$ cat src/design/vfvc_pkg.sv
// Shared types and constants for the voxel face visibility culler.
// No dependencies; imported by vfvc_face_pick and the core.
`default_nettype none

package vfvc_pkg;

    localparam int NUM_DIRS = 6;

    typedef logic [2:0] t_dir;

    // Neighbor direction codes, in scan order
    localparam t_dir DIR_POS_Y = 3'd0;
    localparam t_dir DIR_NEG_Y = 3'd1;
    localparam t_dir DIR_NEG_X = 3'd2;
    localparam t_dir DIR_POS_X = 3'd3;
    localparam t_dir DIR_NEG_Z = 3'd4;
    localparam t_dir DIR_POS_Z = 3'd5;

    // Action codes carried in s_axis_tuser
    localparam logic ACT_WRITE = 1'b0;
    localparam logic ACT_QUERY = 1'b1;

    typedef enum logic [2:0] {
        ST_CLEAR,
        ST_IDLE,
        ST_CENTER,
        ST_SCAN,
        ST_EMIT
    } t_state;

    // Face selected from the pending void mask
    typedef struct packed {
        t_dir                 dir;
        logic                 last;
        logic [NUM_DIRS-1:0]  sel;
    } t_pick;

endpackage

`default_nettype wire

$ cat src/design/vfvc_face_pick.sv
// Picks the next exposed face from the pending void-neighbor mask.
// Depends on vfvc_pkg.
`default_nettype none

module vfvc_face_pick
    import vfvc_pkg::*;
(
    input  wire logic [NUM_DIRS-1:0] i_mask,
    output t_pick                    o_pick
);

    t_dir                dir;
    logic [NUM_DIRS-1:0] sel;

    // lowest set bit wins: scan order
    always_comb begin
        dir = DIR_POS_Y;
        sel = '0;
        for (int d = NUM_DIRS - 1; d >= 0; d--) begin
            if (i_mask[d]) begin
                dir = t_dir'(d);
                sel = NUM_DIRS'(1) << d;
            end
        end
    end

    assign o_pick.dir  = dir;
    assign o_pick.sel  = sel;
    assign o_pick.last = ((i_mask & ~sel) == '0);

endmodule

`default_nettype wire

$ cat config.mk
export PLATFORM = sky130hd
export DESIGN_NAME = vfvc_face_pick
export DESIGN_NICKNAME = d
export VERILOG_FILES = /design/src/design/vfvc_pkg.sv /design/src/design/vfvc_face_pick.sv
export SDC_FILE = /design/constraint.sdc
export NUM_CORES = 1
export LEC_CHECK = 0
export BUFFER_PORTS_ARGS = -buffer_cell sky130_fd_sc_hd__buf_4
export CAP_MARGIN = 40
export CORE_AREA = 3 3 40 42
export DETAILED_ROUTE_END_ITERATION = 8
export DIE_AREA = 0 0 43 45
export GPL_TIMING_DRIVEN = 0
export PLACE_DENSITY = 0.32
export SLEW_MARGIN = 30
export SYNTH_ARGS = -nofsm -noshare
export SYNTH_HDL_FRONTEND = slang
export SYNTH_SLANG_ARGS = --single-unit
export TNS_END_PERCENT = 50
$ cat constraint.sdc
create_clock -name vclk -period 1.52
set_input_delay 0.076 -clock vclk [all_inputs]
set_output_delay 0.076 -clock vclk [all_outputs]
set_load 0.02 [all_outputs]
; ---- Yosys cells after proc, flatten, opt, wreduce, memory -nomap -nowiden
; Index checks and enable logic that the tools add are counted.
[totals]
input_bits = 6
reg_bits = 0
output_inout_bits = 10
word_cells = 15
[op_classes]
n_reduce_logical = 1
n_bitwise = 2
n_mux = 12
[ops]
columns = op, n
row1 = 2-to-1 mux 6 bit, 6
row2 = 2-to-1 mux 3 bit, 6
row3 = bitwise AND 6 bit, 1
row4 = zero test 6 bit, 1
row5 = inverter 6 bit, 1

; ---- Longest topological paths before layout
; Gate-level depths: netlist of run 1.
[depth]
depth_word = 9
depth_mapped = 3
depth_no_buf = 3

; ---- Worst setup path before layout of run 1
; No wires, ideal clock.
[synth_path]
path_type = input to output
start = input port i_mask[0]
end = output port o_pick[3] (netlist bit)
cell_stages = 1
required_time_ns = 1.444
n_path_buf = 0
arrival_time_ns = 0.852
path_slack_ns = 0.592
path_cell_list = nor4b_1
[synth_between]
elab_chain_cells = 1
[synth_rtl]
columns = item, line_no
row1 = start: declaration, vfvc_face_pick.sv:8  ; input wire logic [NUM_DIRS-1:0] i_mask,
row2 = 2-to-1 mux 6 bit, vfvc_face_pick.sv:20  ; if (i_mask[d]) begin
row3 = end: declaration, vfvc_face_pick.sv:9  ; output t_pick o_pick
; No other way between the ends.

==> run metrics, run 1 <==
status=complete, no violations; largest net degree at the start of global routing=9; CP startpoint=i_mask[5]; P_int=0.0358 mW; Tot GR Track Use=0.0514; hold buffers post-CTS=0; Slew @ Worst Pin=345 ps; Combinational Power Share=1.000; area of the multi-input gates=130 um^2; final setup vio count=0; layout cell share with drive strength beyond 1=0.556; Max-slew headroom=0.767; CP endpoint=o_pick[6]; Post-Syn Area=around 140 um^2; Clock Power Share=0; DRT iter0 DRCs=3; # port buffers=16; Final Hold Vio Count=0; post-layout util=0.218; row cnt=13; num ports=16; Reg area=0 um^2; min cycle time layout=1060 ps; Synth Instances=20; Die Wd=about 43 um; fillcell total=145; clkbuf count=0; Max Fclk=around 940 MHz; via count=200; global-route wire length before repair=814 um; WP data arrival=990 ps; sequential cell fraction of total power=0; top cell type's share of synthesized area=0.106; Syn. warnings=0; ANT cells=0; die height=about 45 um; number of global-route vias before repair=171; Routed WL per cell=between 10 and 15 um; top cells by count, synth=3 x nor2_1, 2 x and2_1, 2 x o21a_1; synthesized area per cell=7.07 um^2; Yosys top cell by area=o21a_1; Setup CP Type=in2out; unrepaired setup endpoints after global routing=false; synth unique cells=16; final layout net count=44; PD cells=267 nW/um^2; Leakage=0.140 nW; starting density of the core=0.110; sw frac=0.521; max-cap viol count=0; P_sw=0.0390 mW; Final Max Tran Viols=0; syn_nets=26; total length of routed wires=527 um; core area=1280 um^2; antenna viol nets, final=0; Worst Setup End Kind=output port; initial antenna violation count=0; Initial DRT Pass Iterations=2; post-synthesis sequential area ratio=0; Worst Path Required=1440 ps; DRC=0; startpoint types=input pin; Hold Crit Class=in2out; FFs & Latches=0; crit path max fanout=5; Area contributors post-synth=o21a_1 11%, a211oi_2 8.8%, and2_1 8.8%, and4b_2 8.0%, nor2_1 8.0%; Placed Cells=just over 50; post-cts resize count=0; placed wire-length estimate=429 um; setup_tns=0 ps; Finished Layout Cells=between 50 and 60; gr ovfl total=0; period utilization=0.699; Vias per Instance=3.92; Area Overhead vs Synth=98.2%; Final GP Congestion=0.619; most common cell in the netlist=nor2_1; Post-CTS Setup Bufs=0; die area=~1900 um^2; maximum vdd drop=0.0000863 V
[worst min-delay path by stage]
stage,start,to,slack (ps),cells past startpoint
detailed placement,i_mask[0],o_pick[1],470,3
finish,i_mask[0],o_pick[1],470,3
CTS,i_mask[0],o_pick[1],470,3
floorplan,i_mask[0],o_pick[7],230,1
global placement,i_mask[0],o_pick[1],470,3
global route,i_mask[1],o_pick[3],480,3
[critical path, stage by stage]
cell and delay [ps]:
buf_4 130, or3_4 380, a211oi_2 150, a21o_1 110, buf_4 130
[power groups by stage]
stage / sequential [mW] / combinational (mW) / clock [mW]
floorplan: 0 / 0.0336 / 0
global placement: 0 / 0.0755 / 0
detailed placement: 0 / 0.0750 / 0
CTS: 0 / 0.0754 / 0
global route: 0 / 0.0807 / 0
finish: 0 / 0.0748 / 0
[final cells by class]
class,instances,share of cell area
Multi-Input combinational cell,18,0.464
Timing Repair Buffer,16,0.429
Tap cell,15,0.0670
Buffer,1,0.0268
Inverter,1,0.0134
[layer usage]
layer,vias up,part of all wire,GRT usage
met5,-,0,0
met4,0,0,0
li1,106,-,-
met1,78,0.52,0.0857
met2,16,0.30,0.0689
met3,0,0.17,0.0120
[cells in the final DEF (no fill, tap or decap)]
| cell | count |
|---|---|
| and4b_2 | 1 |
| o21bai_1 | 1 |
| or3_4 | 1 |
| o21a_1 | 2 |
| a21o_1 | 1 |
| inv_1 | 1 |
| nor2_1 | 3 |
| nor4_1 | 1 |
| nor2b_1 | 1 |
| nor4b_1 | 1 |
| a211oi_2 | 1 |
| and2_1 | 2 |
| o21ai_1 | 1 |
| buf_4 | 17 |
| a21oi_1 | 1 |
| maj3_1 | 1 |
[cell families after synthesis]
group	synth area share
AOI/OAI and AO/OA	0.372
buffers and inverters	0.0796
and+or+nand+nor	0.478
adders and majority gates	0.0708
[metrics by stage]
step	total power, mW	instance area, um^2	setup WS, ps	hold slack, ps
after detailed placement	0.0750	280	462	467
after global routing	0.0807	280	445	482
after global placement	0.0755	280	465	470
after floorplan	0.0336	141	592	229
after CTS	0.0754	280	458	467
final	0.0748	280	458	467
No activity file was read; power rests on OpenSTA's default activity.
==> inputs of run 2 (changes only) <==
--- a/config.mk
+++ b/config.mk
@@ -11,7 +11,7 @@
 export DETAILED_ROUTE_END_ITERATION = 8
 export DIE_AREA = 0 0 43 45
 export GPL_TIMING_DRIVEN = 0
-export PLACE_DENSITY = 0.32
+export PLACE_DENSITY = 0.33
 export SLEW_MARGIN = 30
 export SYNTH_ARGS = -nofsm -noshare
 export SYNTH_HDL_FRONTEND = slang
==> constraint.sdc (replaced) <==
create_clock -name vclk -period 0.9
set_input_delay 0.045 -clock vclk [all_inputs]
set_output_delay 0.045 -clock vclk [all_outputs]
set_load 0.02 [all_outputs]
==> run metrics, run 2 (synthesis results as in run 1) <==
PD cells=450 nW/um^2 (+69%); Worst path max stage delay=380 ps (about the same); Final GP Congestion=0.660 (+6.7%); CP Buf/Inv Count=2 (unchanged); Setup CP Type=in2out; layout cell share with drive strength beyond 1=0.583 (+0.0278); FFs & Latches=0 (unchanged); gr ovfl total=0 (unchanged); num ports=16 (unchanged); Initial DRT Pass Iterations=2 (unchanged); max-cap viol count=0 (unchanged); Slowest-stage cell, CP=or3_4; initial antenna violation count=0 (unchanged); number of global-route vias before repair=193 (+13%); final hold slack=406 ps (-60.1 ps); crit path max fanout=5 (unchanged); CP top delay family=simple AND/OR/NAND/NOR gates; DRC=0 (unchanged); Post-CTS Setup Bufs=0 (unchanged); starting density of the core=0.110 (unchanged); via count=211 (+5.5%); largest net degree at the start of global routing=9 (unchanged); # port buffers=16 (unchanged); Final Hold Vio Count=0 (unchanged); DRT iter0 DRCs=2 (-1); met1 GRT Util=0.0929 (+0.00714); ANT cells=0 (unchanged); period utilization=1.06; GRT met3 Usage=0.0239 (+0.0120); Tot GR Track Use=0.0605 (+0.00912); total length of routed wires=511 um (-3.0%); die area=1940 um^2 (unchanged); Worst Setup End Kind=output port; Final Max Tran Viols=0 (unchanged); startpoint types=input pin; Leakage=0.146 nW (+4.1%); status=finished, violations left; pre-CTS setup slack=-87.9 ps (-550 ps); unrepaired setup endpoints after global routing=true; Vias per Instance=4.14 (+5.5%); Slew @ Worst Pin=321 ps (-24.2 ps); Final WS setup=-53.1 ps (-511 ps); gr busiest metal=met1; placed wire-length estimate=421 um (-1.8%); hold buffers post-CTS=0 (unchanged); Worst Path Required=850 ps (-590 ps); die height=45 um (unchanged); Max-slew headroom=0.784 (+0.0174); M2 GR Usage=0.0838 (+0.0150); Reg area=0 um^2 (unchanged); most frequent cells in the layout=14 x buf_4, 3 x nor2_1, 2 x o21a_1, 2 x and2_1, 2 x buf_6; Max Fclk=approximately 1000 MHz; global-route wire length before repair=945 um (+16%); row cnt=13 (unchanged); worst path cell trace=buf_8 > or3_4 > a211oi_2 > a21o_1 > buf_6; final setup vio count=1 (+1); clkbuf count=0 (unchanged); min cycle time layout=about 950 ps; post-layout util=0.231 (+0.0127); WP data arrival=910 ps (-80 ps); Die Wd=43 um (unchanged); final layout net count=44 (unchanged); Hold Crit Class=in2out; core area=1280 um^2 (unchanged); most common cell after layout, fill and taps aside=buf_4; maximum vdd drop=0.000131 V (+52%); antenna viol nets, final=0 (unchanged); Area Overhead vs Synth=110%; Routed WL per cell=10.0 um (-3.0%); violated checks=setup timing
[run 2: cell count changes in the layout (fill, tap and decap cells not counted)]
cell and change:
buf_8 +1, maj3_1 -1, maj3_2 +1, buf_6 +2, buf_4 -3
[run 2: stage by stage]
step / power, mW / area [um^2] / setup TNS (ps) / std cells
2_1_floorplan: 0.0568 / 141 / 0 / 20
3_3_place_gp: 0.127 / 280 / -84.4 / 51
4_1_cts: 0.133 / 292 / -81.7 / 51
6_report: 0.133 / 297 / -53.1 / 51
5_1_grt: 0.147 / 297 / -206 / 51
3_5_place_dp: 0.127 / 280 / -99.9 / 51
[run 2: path summary, 6_finish.rpt]
check,cells past startpoint,endpoint,from,slack (ps)
setup / recovery,5,o_pick[6],i_mask[5],-50
hold / removal,3,o_pick[3],i_mask[1],410
[run 2: layout make-up]
cell class	count	area, um^2
Multi-Input combinational cell	18	131
Buffer	1	7.51
Timing Repair Buffer	16	135
Tap cell	15	18.8
Inverter	1	3.75
Fill cell	151	988
[run 2: repair_timing]
item | CTS | global route
cloned | 0 | 0
endpoints found under the setup margin | 3 | 3
resized for setup | 3 | 2
pin swaps | 1 | 1
[run 2: per-layer routing]
metal / vias up / wire length, um
met5: - / 0
met4: 0 / 0
met3: 0 / 103
met2: 15 / 175
met1: 88 / 232
li1: 108 / -
[run 2: tightest hold or removal path, cell delays in order]
cell	delay, ps
buf_4	110
nor4b_1	50
buf_4	150
[run 2: power breakdown]
group / switching [mW] / total, mW / internal (mW) / leakage, nW
Clock: 0 / 0 / 0 / 0
Sequential: 0 / 0 / 0 / 0
Combinational: 0.0659 / 0.133 / 0.0675 / 0.146
==> inputs of run 3 (changes only) <==
--- a/config.mk
+++ b/config.mk
@@ -10,7 +10,6 @@
 export CORE_AREA = 3 3 40 42
 export DETAILED_ROUTE_END_ITERATION = 8
 export DIE_AREA = 0 0 43 45
-export GPL_TIMING_DRIVEN = 0
 export PLACE_DENSITY = 0.33
 export SLEW_MARGIN = 30
 export SYNTH_ARGS = -nofsm -noshare
==> run metrics, run 3 (synthesis results as in run 1) <==
status=finished, violations left; violated checks=setup timing; num ports=16 (unchanged); antenna viol nets, final=0 (unchanged); Max-slew headroom=0.826 (+0.0417); die area=1940 um^2 (unchanged); most frequent cells in the layout=22 x buf_4, 3 x nor2_1, 2 x o21a_1, 2 x and2_1, 2 x buf_6; Tot GR Track Use=0.0638 (+0.00332); Vias per Instance=4.03 (-2.5%); Hold Crit Class=in2out; final setup vio count=1 (unchanged); total length of routed wires=575 um (+13%); # port buffers=16 (unchanged); fillcell total=135 (-11%); Setup CP Type=in2out; Area Overhead vs Synth=161%; Final Hold Vio Count=0 (unchanged); max-cap viol count=0 (unchanged); starting density of the core=0.110 (unchanged); startpoint types=input pin; Reg area=0 um^2 (unchanged); met2 WL post-DR=223 um (+27%); WP data arrival=910 ps (about the same); Slew @ Worst Pin=259 ps (-61.7 ps); largest net degree at the start of global routing=7 (-2); Worst Setup End Kind=output port; clkbuf count=0 (unchanged); Leakage=0.186 nW (+28%); initial antenna violation count=0 (unchanged); DRT iter0 DRCs=1 (-1); min cycle time layout=954 ps (+1.13 ps); global-route wire length before repair=1.01 mm (+6.6%); Die Wd=43 um (unchanged); Initial DRT Pass Iterations=4 (+2); DRC=0 (unchanged); routed wl met3=80 um (-22%); Placed Cells=59 (+16%); PD cells=445 nW/um^2 (-1.0%); Max Fclk=1050 MHz (-0.12%); Worst Path Required=850 ps (about the same); number of global-route vias before repair=238 (+23%); unrepaired setup endpoints after global routing=true; FFs & Latches=0 (unchanged); row cnt=13 (unchanged); final layout net count=52 (+18%); post-layout util=0.287 (+0.0565); top layer in use=met3; gr ovfl total=0 (unchanged); hold buffers post-CTS=0 (unchanged); core area=1280 um^2 (unchanged); Routed WL per cell=9.75 um (-2.7%); most common cell after layout, fill and taps aside=buf_4; Final Max Tran Viols=0 (unchanged); maximum vdd drop=0.000172 V (+31%); die height=45 um (unchanged); placed wire-length estimate=501 um (+19%); WL met1=271 um (+17%); period utilization=1.06 (+0.00125); setup_tns=-54.2 ps (-1.13 ps); crit path max fanout=4 (-1); Finished Layout Cells=59 (+16%); ANT cells=0 (unchanged); layout cell share with drive strength beyond 1=0.705 (+0.121); Final WS setup=-54.2 ps (-1.13 ps); pre-CTS setup slack=-81.5 ps (+6.40 ps); via count=238 (+13%); Final GP Congestion=0.713 (+8.0%); total power draw=0.164 mW (+23%)
-- run 3: cell types whose count changed in the layout (fill, tap and decap cells not counted) --
| cell | delta |
|---|---|
| nor4_2 | +1 |
| nor4_1 | -1 |
| nor4b_2 | +1 |
| nor4b_1 | -1 |
| buf_4 | +8 |
-- run 3: final timing paths --
check,depth (start not counted),slack [ps],to,start
setup / recovery,5,-50,o_pick[6],i_mask[5]
hold / removal,3,410,o_pick[9],i_mask[4]
-- run 3: report_power, final --
| part | total (mW) | switching, mW | internal (mW) |
|---|---|---|---|
| logic | 0.164 | 0.0738 | 0.0906 |
| clock network | 0 | 0 | 0 |
| registers | 0 | 0 | 0 |
| total | 0.164 | 0.0738 | 0.0906 |
-- run 3: worst max-delay path, stage by stage --
cell      delay [ps]
buf_8            100
or3_4            380
a211oi_2         150
a21o_1           120
buf_6            110
-- run 3: timing repair --
action	4_1_cts	5_1_grt
endpoints found under the setup margin	3	3
resized for setup	4	3
pin swaps	0	3
buffers inserted	0	0
-- run 3: layout make-up --
type                            count  area, um^2  area share
Timing Repair Buffer               25         203       0.549
Multi-Input combinational cell     18         144       0.390
Tap cell                           15        18.8      0.0508
Inverter                            1        3.75      0.0102
-- run 3: routing by layer --
metal	vias to the layer above	GRT usage
met5	-	0
met2	15	0.105
met1	98	0.0952
met4	0	0
met3	0	0.00797
li1	125	-
-- run 3: metrics by stage --
stage | area (um^2) | hold WS, ps
finish | 369 | 409
global route | 369 | 431
CTS | 358 | 414
detailed placement | 340 | 439
global placement | 340 | 425
floorplan | 141 | 167
